`src/hdl/circular_double_ended_queue_assert.svh`:
```
// assertion macros used by the deque top level
`ifndef CIRCULAR_DOUBLE_ENDED_QUEUE_ASSERT_SVH
`define CIRCULAR_DOUBLE_ENDED_QUEUE_ASSERT_SVH

// same-cycle implication, checked outside reset
`define CDEQ_ASSERT_NOW(label, clk, rst, ante, cons, msg) \
   label: assert property (@(posedge clk) disable iff (rst) (ante) |-> (cons)) \
      else $error(msg);

// next-cycle implication, checked outside reset
`define CDEQ_ASSERT_NEXT(label, clk, rst, ante, cons, msg) \
   label: assert property (@(posedge clk) disable iff (rst) (ante) |=> (cons)) \
      else $error(msg);

`endif

```
`src/hdl/cdeq_pkg.sv`:
```
// ----------------------------------------------------------------------------
// cdeq_pkg
// Types and constants shared by the circular double-ended queue.
// ----------------------------------------------------------------------------
package cdeq_pkg;

   localparam int DEPTH  = 256;
   localparam int PTR_W  = $clog2(DEPTH);
   localparam int CAP_W  = 9;
   localparam int DATA_W = 32;
   localparam int FUNC_W = 3;
   localparam int RSP_W  = 80;

   typedef enum logic [FUNC_W-1:0] {
      FUNC_PUSH_FRONT = 3'd0,
      FUNC_PUSH_BACK  = 3'd1,
      FUNC_POP_FRONT  = 3'd2,
      FUNC_POP_BACK   = 3'd3,
      FUNC_NONE       = 3'd4
   } func_type;

   // outcome of one operation, before the ring data is read
   typedef struct packed {
      logic              refused;
      logic              is_empty;
      logic              is_full;
      logic [CAP_W-1:0]  occupancy;
      logic              fwd_front;
      logic              fwd_back;
      logic [DATA_W-1:0] fwd_value;
   } status_type;

endpackage

```
`src/hdl/cdeq_ctrl.sv`:
```
// ----------------------------------------------------------------------------
// cdeq_ctrl
// Ring pointers, element count and capacity; decodes each operation into a
// ring write, the two read addresses and the status of the result.
// ----------------------------------------------------------------------------
module cdeq_ctrl (
   input  logic                          clock,
   input  logic                          reset,
   input  logic                          csr_wen,
   input  logic [cdeq_pkg::CAP_W-1:0]    csr_wdata,
   input  logic                          accept,
   input  cdeq_pkg::func_type            func,
   input  logic [cdeq_pkg::DATA_W-1:0]   push_value,
   output logic                          ram_we,
   output logic [cdeq_pkg::PTR_W-1:0]    ram_waddr,
   output logic [cdeq_pkg::DATA_W-1:0]   ram_wdata,
   output logic [cdeq_pkg::PTR_W-1:0]    rd_addr_front,
   output logic [cdeq_pkg::PTR_W-1:0]    rd_addr_back,
   output cdeq_pkg::status_type          status
);
   import cdeq_pkg::*;

   logic [CAP_W-1:0] cap_ff, cap_in;
   logic [PTR_W-1:0] cap_m1_ff, cap_m1_in;
   logic [PTR_W-1:0] front_ff, front_in;
   logic [PTR_W-1:0] back_ff, back_in;
   logic [CAP_W-1:0] count_ff, count_in;
   logic [CAP_W-1:0] cap_eff;
   logic             is_full_now;
   logic             is_empty_now;
   logic             refused;
   logic [PTR_W-1:0] op_front;
   logic [PTR_W-1:0] op_back;
   logic [CAP_W-1:0] op_count;

   function automatic logic [PTR_W-1:0] ring_inc(input logic [PTR_W-1:0] p,
                                                 input logic [PTR_W-1:0] last);
      return (p == last) ? '0 : p + PTR_W'(1);
   endfunction

   function automatic logic [PTR_W-1:0] ring_dec(input logic [PTR_W-1:0] p,
                                                 input logic [PTR_W-1:0] last);
      return (p == '0) ? last : p - PTR_W'(1);
   endfunction

   // capacity clamped to 1..DEPTH
   always_comb begin
      if (csr_wdata == '0) begin
         cap_eff = CAP_W'(1);
      end else if (32'(csr_wdata) > 32'(DEPTH)) begin
         cap_eff = CAP_W'(DEPTH);
      end else begin
         cap_eff = csr_wdata;
      end
   end

   assign is_full_now  = (count_ff >= cap_ff);
   assign is_empty_now = (count_ff == '0);

   // operation decode
   always_comb begin
      op_front  = front_ff;
      op_back   = back_ff;
      op_count  = count_ff;
      refused   = 1'b0;
      ram_we    = 1'b0;
      ram_waddr = front_ff;
      case (func)
         FUNC_PUSH_FRONT: begin
            if (is_full_now) begin
               refused = 1'b1;
            end else begin
               ram_we    = 1'b1;
               ram_waddr = front_ff;
               op_front  = ring_dec(front_ff, cap_m1_ff);
               op_count  = count_ff + CAP_W'(1);
            end
         end
         FUNC_PUSH_BACK: begin
            if (is_full_now) begin
               refused = 1'b1;
            end else begin
               ram_we    = 1'b1;
               ram_waddr = back_ff;
               op_back   = ring_inc(back_ff, cap_m1_ff);
               op_count  = count_ff + CAP_W'(1);
            end
         end
         FUNC_POP_FRONT: begin
            if (is_empty_now) begin
               refused = 1'b1;
            end else begin
               op_front = ring_inc(front_ff, cap_m1_ff);
               op_count = count_ff - CAP_W'(1);
            end
         end
         FUNC_POP_BACK: begin
            if (is_empty_now) begin
               refused = 1'b1;
            end else begin
               op_back  = ring_dec(back_ff, cap_m1_ff);
               op_count = count_ff - CAP_W'(1);
            end
         end
         default: begin
         end
      endcase
   end

   assign ram_wdata     = push_value;
   assign rd_addr_front = ring_inc(op_front, cap_m1_ff);
   assign rd_addr_back  = ring_dec(op_back, cap_m1_ff);

   // result status, with forwarding of a slot written in the same cycle
   always_comb begin
      status.refused   = refused;
      status.is_empty  = (op_count == '0);
      status.is_full   = (op_count == cap_ff);
      status.occupancy = op_count;
      status.fwd_front = ram_we && (rd_addr_front == ram_waddr);
      status.fwd_back  = ram_we && (rd_addr_back == ram_waddr);
      status.fwd_value = push_value;
   end

   // next state: a capacity write empties the queue
   always_comb begin
      cap_in    = cap_ff;
      cap_m1_in = cap_m1_ff;
      front_in  = front_ff;
      back_in   = back_ff;
      count_in  = count_ff;
      if (csr_wen) begin
         cap_in    = cap_eff;
         cap_m1_in = PTR_W'(cap_eff - CAP_W'(1));
         front_in  = '0;
         back_in   = (cap_eff == CAP_W'(1)) ? '0 : PTR_W'(1);
         count_in  = '0;
      end else if (accept) begin
         front_in = op_front;
         back_in  = op_back;
         count_in = op_count;
      end
   end

   // state registers
   always_ff @(posedge clock) begin
      if (reset) begin
         cap_ff    <= CAP_W'(DEPTH);
         cap_m1_ff <= PTR_W'(DEPTH - 1);
         front_ff  <= '0;
         back_ff   <= PTR_W'(1);
         count_ff  <= '0;
      end else begin
         cap_ff    <= cap_in;
         cap_m1_ff <= cap_m1_in;
         front_ff  <= front_in;
         back_ff   <= back_in;
         count_ff  <= count_in;
      end
   end

endmodule

```
`config.mk`:
```
export PLATFORM = sky130hd
export DESIGN_NAME = cdeq_ctrl
export DESIGN_NICKNAME = d
export VERILOG_FILES = /design/src/hdl/circular_double_ended_queue_assert.svh /design/src/hdl/cdeq_pkg.sv /design/src/hdl/cdeq_ctrl.sv
export SDC_FILE = /design/constraint.sdc
export NUM_CORES = 1
export LEC_CHECK = 0
export BUFFER_PORTS_ARGS = -buffer_cell sky130_fd_sc_hd__buf_2
export CORE_ASPECT_RATIO = 0.6
export CORE_MARGIN = 5
export CORE_UTILIZATION = 45
export CTS_BUF_LIST = sky130_fd_sc_hd__clkbuf_16
export DETAILED_ROUTE_END_ITERATION = 10
export GPL_TIMING_DRIVEN = 0
export PLACE_DENSITY = 0.69
export SYNTH_ARGS = -nofsm -noshare
export SYNTH_HDL_FRONTEND = slang
export SYNTH_SLANG_ARGS = --single-unit
```
`constraint.sdc`:
```
create_clock -name clock -period 5 [get_ports clock]
set_clock_uncertainty 0.15 [all_clocks]
set_input_delay 0.25 -clock clock [delete_from_list [all_inputs] [get_ports clock]]
set_output_delay 0.25 -clock clock [all_outputs]
set_load 0.02 [all_outputs]
```
==> results by group, run 1 <==
Die
  – Starting density of the core: 0.467
  – # IOs: roughly 150
  – Core Region: 13,100 sq um
  – Die width: 160 microns
  – Die Span Y: 100 microns
  – Die area: between 15,000 and 20,000 sq um
  – Site Rows: 32

Yosys
  – Cells after synthesis: 820
  – Seq/Total Area, Yosys: 0.138
  – Mapped Area: about 6100 sq um
  – Yosys top cell area share: 0.138
  – Post-synth cell types: between 90 and 100
  – Mux contribution to synthesized area: 0.0520
  – Synthesis warning total: 0
  – Mapped Avg Cell Area: around 7.4 sq um
  – Largest family of logic cells by synthesized area: simple AND/OR/NAND/NOR gates
  – Adder-Cell Fraction of Synth Area: 0.0431
  – Count leader, synth: nor2_1
  – Largest area contributor in the netlist: dfxtp_1
  – Top cells by count, synth: nor2_1 (77), nand2_1 (73), buf_4 (69)
  – Synth Flop Type: dfxtp_1
  – Area share of and/or/nand/nor cells after synthesis: 0.279
  – Number of flops mapped to enable cells by yosys: 0
  – Synth Area in XOR/XNOR: 0.0898
  – Synth Net Count: 889
  – Post-synthesis async set-or-reset flop share: 0
  – Largest cells by area after synthesis: dfxtp_1 (14%), buf_4 (8.5%), xnor2_1 (4.9%), nor2_1 (4.7%), nand2_1 (4.5%)
  – FF+latch count, synth: 42
  – Synth Area in Compound Gates: 0.224

Layout
  – Multi-input logic area: 4450 sq um
  – Diodes inserted: 0
  – Ratio of cells with drive above 1 in the final layout: 0.355
  – Final net count: 1,032
  – Synthesis-to-finish area growth: 23.3%
  – Sequential Area: between 800 and 900 sq um
  – Post-route non-filler standard cell count: 1,134
  – Filler cells: 1,235

Timing
  – Hold Violations, Final: 0
  – Max-slew headroom: 0.401
  – RSZ-0062 raised after global routing: yes
  – Period utilization: 0.981
  – Final setup viols: 0
  – Crit path time final: 4.91 ns
  – Worst Max-Slew Pin Slew: 0.898 ns
  – Fmax: between 200 and 250 MHz
  – Slew Viols, Final: 0
  – Worst setup margin: just over 0.09 ns
  – Hold_ws: 0.0430 ns

Placement
  – DPL Wire Length: 17.4 mm
  – GPL Wtd Cong: 0.992
  – Placed insts: 1,105
  – Number of port buffers: 115
  – Post-Place Worst Slack: -0.479 ns

Setup path
  – Reg-to-Reg Start: count_ff[7]$_SDFFE_PP0P_
  – Worst setup EP type: output port
  – Reg2reg setup slack: 1.76 ns
  – Crit path cell chain: inv_2, ha_1, bufbuf_16, nand3_1, clkbuf_2, a22o_1, a221o_1, a221oi_4, ha_2, and3_4, buf_6, buf_4, nor2_1, o21ai_0, a21boi_0, or4_4, nor4b_4, buf_4
  – Kind of critical path: reg -> out
  – WP buf/inv: 6
  – Critical Path End: status[32]
  – Stages on worst setup path: 18
  – CP arrival: 4.51 ns
  – Crit path largest cell delay: 0.57 ns
  – Worst R2R Path Depth: 12
  – CP max-delay cell: or4_4
  – CP top delay family: simple AND/OR/NAND/NOR gates
  – Most common cell type on the critical path: buf_4
  – Critical path fanouts, max: 10
  – Worst setup SP type: register
  – WP data required: 4.60 ns
  – Setup crit start: count_ff[0]$_SDFFE_PP0P_
  – R2R Path End: count_ff[1]$_SDFFE_PP0P_

Global route
  – Total gr overflow: 0
  – Vias in the first global route: just over 6,000
  – Initial antenna violation count: 0
  – Largest net degree at the start of global routing: 15
  – First-pass GRT wire length: between 30 and 40 mm
  – Total GRT Usage: 0.271

Clocking
  – Post-CTS Hold Buffers: 0
  – Cts bufs inserted: 5
  – H-tree depth: 2
  – Clk sinks: 42
  – Clock Root Buffer: clkbuf_16
  – Skew-Pair Late Insertion Delay: 0.30 ns
  – CTS tree: yes
  – Worst-path clk slew: 0.07 ns
  – CTS max path bufs: 2

Power and ir drop
  – Psw: 0.542 mW
  – Clock power frac: 0.254
  – PD cells: 177 nW/um^2
  – Internal power: 0.786 mW
  – Switching portion of total power: 0.408
  – Peak supply drop: 0.000140 V
  – Combinational share of power: 0.474
  – Lkg Pwr: 3.36 nW
  – Final total power: 1.33 mW
  – Reg power frac: 0.271

Routing
  – Remaining antenna violation count: 0
  – DR DRC count: 0
  – Vias: around 6,700
  – Avg WL per Cell: 20.1 microns
  – Number of iterations in the first detailed-routing pass: 6
  – Final wirelength: 22.8 mm
  – Via-per-instance ratio: 5.93
  – Initial detailed-routing violation count: 828

Hold path
  – Hold/Removal Path Class: in -> reg

Job
  – Max-cap violations: 0

Status
  – Status: finished, final reports clean
[registers in the layout, indices dropped and copies added (netlist names)]
register,count
front_ff,8
back_ff,8
cap_m1_ff,8
cap_ff,9
count_ff,9
[metal layers]
metal / global-route usage / vias to the layer above / wire length, microns
li1: - / 3163 / -
met1: 0.412 / 3063 / 10500
met2: 0.355 / 453 / 8910
met3: 0.0981 / 48 / 3040
met4: 0.0615 / 0 / 439
met5: 0 / - / 0
[cell type report]
class                           count  area share
Clock buffer                        5      0.0167
Clock inverter                      3     0.00283
Sequential cell                    42       0.113
Tap cell                          170      0.0283
Inverter                           39      0.0227
Timing Repair Buffer              139       0.101
Multi-Input combinational cell    614       0.593
Buffer                            122       0.123
[worst min-delay path by stage]
stage / endpoint / startpoint / cells after the start / slack (ns)
final: cap_ff[6]$_SDFFE_PP0P_ / reset / 2 / 0.04
after global routing: cap_ff[0]$_SDFFE_PP0P_ / reset / 2 / 0.05
after CTS: cap_ff[0]$_SDFFE_PP0P_ / reset / 2 / 0.04
after detailed placement: cap_ff[0]$_SDFFE_PP0P_ / reset / 2 / 0.35
after global placement: cap_ff[0]$_SDFFE_PP0P_ / reset / 2 / 0.35
after floorplan: cap_ff[0]$_SDFFE_PP0P_ / reset / 1 / 0.17
[power by group through the flow]
stage          clock network, mW  logic (mW)  registers [mW]
6_report                   0.338       0.630           0.360
5_1_grt                    0.356       0.670           0.361
4_1_cts                    0.341       0.589           0.359
3_5_place_dp                   0       0.569           0.366
3_3_place_gp                   0       0.571           0.366
2_1_floorplan                  0       0.418           0.361
[logic make-up after synthesis]
family,Yosys count
AOI/OAI and AO/OA,183
xor gates and xnor gates,60
adders and majority gates,21
buffers and inverters,164
DFF,42
muxes,31
and+or+nand+nor,319
[cell usage in the layout, fill, tap and decap left out, types with 26 or more instances in the layout]
master	n
buf_2	122
clkbuf_1	26
a21oi_1	27
xnor2_1	33
nor2_1	76
dfxtp_1	35
buf_4	92
nand3_1	33
inv_1	31
nand2_1	73
[stage by stage]
step	utilization	TNS [ns]	instance area [sq um]
6_report	0.575	0	7510
5_1_grt	0.575	-0.0498	7510
4_1_cts	0.557	0	7270
3_5_place_dp	0.527	-0.633	6880
3_3_place_gp	0.527	-0.757	6880
2_1_floorplan	-	0	6090
[timing repair]
item | in CTS | in global routing
buffers inserted | 14 | 10
gates resized for setup | 33 | 39
gates cloned | 0 | 0
pin swaps | 9 | 9
endpoints found under the setup margin | 12 | 2
Power figures use the tool's default switching activity.
==> run 2: changes to the inputs <==
--- a/config.mk
+++ b/config.mk
@@ -5,12 +5,14 @@
 export SDC_FILE = /design/constraint.sdc
 export NUM_CORES = 1
 export LEC_CHECK = 0
+export ABC_CLOCK_PERIOD_IN_PS = 5000
 export BUFFER_PORTS_ARGS = -buffer_cell sky130_fd_sc_hd__buf_2
 export CORE_ASPECT_RATIO = 0.6
 export CORE_MARGIN = 5
 export CORE_UTILIZATION = 45
 export CTS_BUF_LIST = sky130_fd_sc_hd__clkbuf_16
 export DETAILED_ROUTE_END_ITERATION = 10
+export GPL_ROUTABILITY_DRIVEN = 0
 export GPL_TIMING_DRIVEN = 0
 export PLACE_DENSITY = 0.69
 export SYNTH_ARGS = -nofsm -noshare
==> constraint.sdc (replaced) <==
create_clock -name clock -period 5 [get_ports clock]
set_clock_uncertainty 0.15 [all_clocks]
set_input_delay 1 -clock clock [delete_from_list [all_inputs] [get_ports clock]]
set_output_delay 1 -clock clock [all_outputs]
set_load 0.02 [all_outputs]
==> results by group, run 2 (synthesis results as in run 1) <==
Die
  – Core Region: around 13,000 sq um
  – Die area: 16,000 sq um
  – Die Span Y: 100 microns
  – Site Rows: 32
  – # IOs: 151
  – Die width: 160 microns
  – Starting density of the core: 0.467

Layout
  – Largest registers: cap_ff x9, count_ff x9
  – Post-route non-filler standard cell count: 1,183
  – Sequential Area: 880 sq um
  – Commonest non-fill, non-tap cell in the layout: buf_4
  – Final net count: around 1,100
  – Ratio of cells with drive above 1 in the final layout: 0.456
  – Multi-input logic area: between 4000 and 5000 sq um
  – Most frequent cells in the layout: buf_4 (136), buf_2 (118), nand2_1 (70), nor2_1 (67), nand3_1 (32)
  – Filler cells: 1,096
  – Synthesis-to-finish area growth: 38.4%
  – Final instance area: around 8400 sq um

Timing
  – Worst Max-Slew Pin Slew: 0.899 ns
  – Hold Violations, Final: 0
  – Slew Viols, Final: 0
  – Worst setup margin: -0.552 ns
  – Fmax: about 180 MHz
  – TNS Setup: -0.872 ns
  – Period utilization: 1.11
  – RSZ-0062 raised after global routing: yes
  – Crit path time final: 5.55 ns
  – Max-slew headroom: 0.401
  – Final setup viols: 2

Clocking
  – Skew-Pair Late Insertion Delay: 0.30 ns
  – Cts bufs inserted: 5
  – Post-CTS Hold Buffers: 0
  – Clk sinks: 42
  – CTS tree: yes
  – H-tree depth: 2
  – CTS max path bufs: 2
  – Worst-path clk slew: 0.06 ns
  – Clock Root Buffer: clkbuf_16

Setup path
  – Reg2reg setup slack: 1.80 ns
  – Reg-to-Reg Start: count_ff[6]$_SDFFE_PP0P_
  – WP data required: around 3.9 ns
  – Worst setup SP type: primary input
  – Critical path fanouts, max: 7
  – R2R Path End: count_ff[8]$_SDFFE_PP0P_
  – Setup crit start: func[0]
  – Worst setup EP type: output port
  – Worst R2R Path Depth: 11
  – CP arrival: roughly 4.4 ns
  – Kind of critical path: in -> out

Hold path
  – Hold path cells: 2
  – Hold Path Origin: cap_ff[8]$_SDFFE_PP1P_
  – Hold/Removal Path Class: reg -> reg
  – WHS Endpoint: cap_ff[8]$_SDFFE_PP1P_

Routing
  – DR DRC count: 0
  – Initial detailed-routing violation count: 1,123
  – Avg WL per Cell: between 20 and 25 microns
  – Vias: 7,302
  – Final wirelength: between 20 and 25 mm
  – Remaining antenna violation count: 0
  – Via-per-instance ratio: 6.17
  – Number of iterations in the first detailed-routing pass: 6

Global route
  – Largest net degree at the start of global routing: 15
  – Vias in the first global route: 6,308
  – Total gr overflow: 0
  – Total GRT Usage: 0.280
  – Initial antenna violation count: 0
  – First-pass GRT wire length: around 36 mm

Power and ir drop
  – Final total power: 1.43 mW
  – Lkg Pwr: 3.72 nW
  – Peak supply drop: 0.000183 V
  – PD cells: 169 nW/um^2

Placement
  – Placed insts: ~1,100
  – Number of port buffers: 115
  – Post-Place Worst Slack: -0.846 ns
  – Placed cell area: 7020 sq um
  – DPL Wire Length: 17.2 mm

Status
  – Failing checks: setup timing
  – Status: finished, violations left

Job
  – Max-cap violations: 0
[run 2: cell count changes in the layout (fill, tap and decap cells not counted), sizes merged]
cell,before,now
clkinvlp,3,2
clkinv,2,3
diode,0,1
buf,226,277
clkbuf,39,37
bufbuf,1,0
[run 2: metal layers]
metal / global-route usage / up-vias / wire length, microns / share of wire
met3: 0.113 / 78 / 3860 / 0.16
met5: 0 / - / 0 / 0
met2: 0.379 / 569 / 9850 / 0.40
met4: 0.0615 / 0 / 567 / 0.023
li1: - / 3257 / - / -
met1: 0.412 / 3398 / 10400 / 0.42
[run 2: critical path: stages]
cell and delay, ns:
buf_2 0.16, nor2b_2 0.16, clkbuf_4 0.17, nand2_2 0.21
a21oi_2 0.09, and2_2 0.29, a221oi_4 0.39, buf_4 0.19
ha_4 0.15, or2b_4 0.28, nand3_2 0.07, mux2i_1 0.07
or3_1 0.33, or4_4 0.44, nor4b_4 0.21, buf_4 0.17
[run 2: where the power goes]
group / internal [mW] / switching, mW / total [mW]
Clock: 0.185 / 0.154 / 0.340
Combinational: 0.307 / 0.421 / 0.728
Sequential: 0.343 / 0.0150 / 0.358
Total: 0.835 / 0.591 / 1.43
[run 2: cell type report]
cell class / count / area share
multi-input combinational: 614 / 0.576
timing repair buffer: 190 / 0.144
buffer: 119 / 0.110
sequential: 42 / 0.104
tap: 170 / 0.0252
inverter: 39 / 0.0227
clock buffer: 5 / 0.0148
clock inverter: 3 / 0.00252
antenna: 1 / 0.000297
[run 2: worst max-delay path by stage]
stage / slack, ns / endpoint / cells after the start
after CTS: -0.58 / status[32] / 17
after floorplan: -0.09 / status[32] / 16
after global placement: -0.83 / status[33] / 14
after detailed placement: -0.85 / status[33] / 14
after global routing: -0.64 / status[32] / 18
final: -0.55 / status[32] / 16
[run 2: per-stage QoR]
| step | util | hold slack, ns |
|---|---|---|
| 2_1_floorplan | - | 0.323 |
| 3_3_place_gp | 0.538 | 0.368 |
| 3_5_place_dp | 0.538 | 0.372 |
| 4_1_cts | 0.609 | 0.384 |
| 5_1_grt | 0.646 | 0.413 |
| 6_report | 0.646 | 0.392 |
[run 2: what timing repair did]
item	4_1_cts	5_1_grt
pin swaps	36	34
buffers inserted	44	31
setup endpoints to repair	20	20
gates cloned	0	0
gates resized for setup	111	65
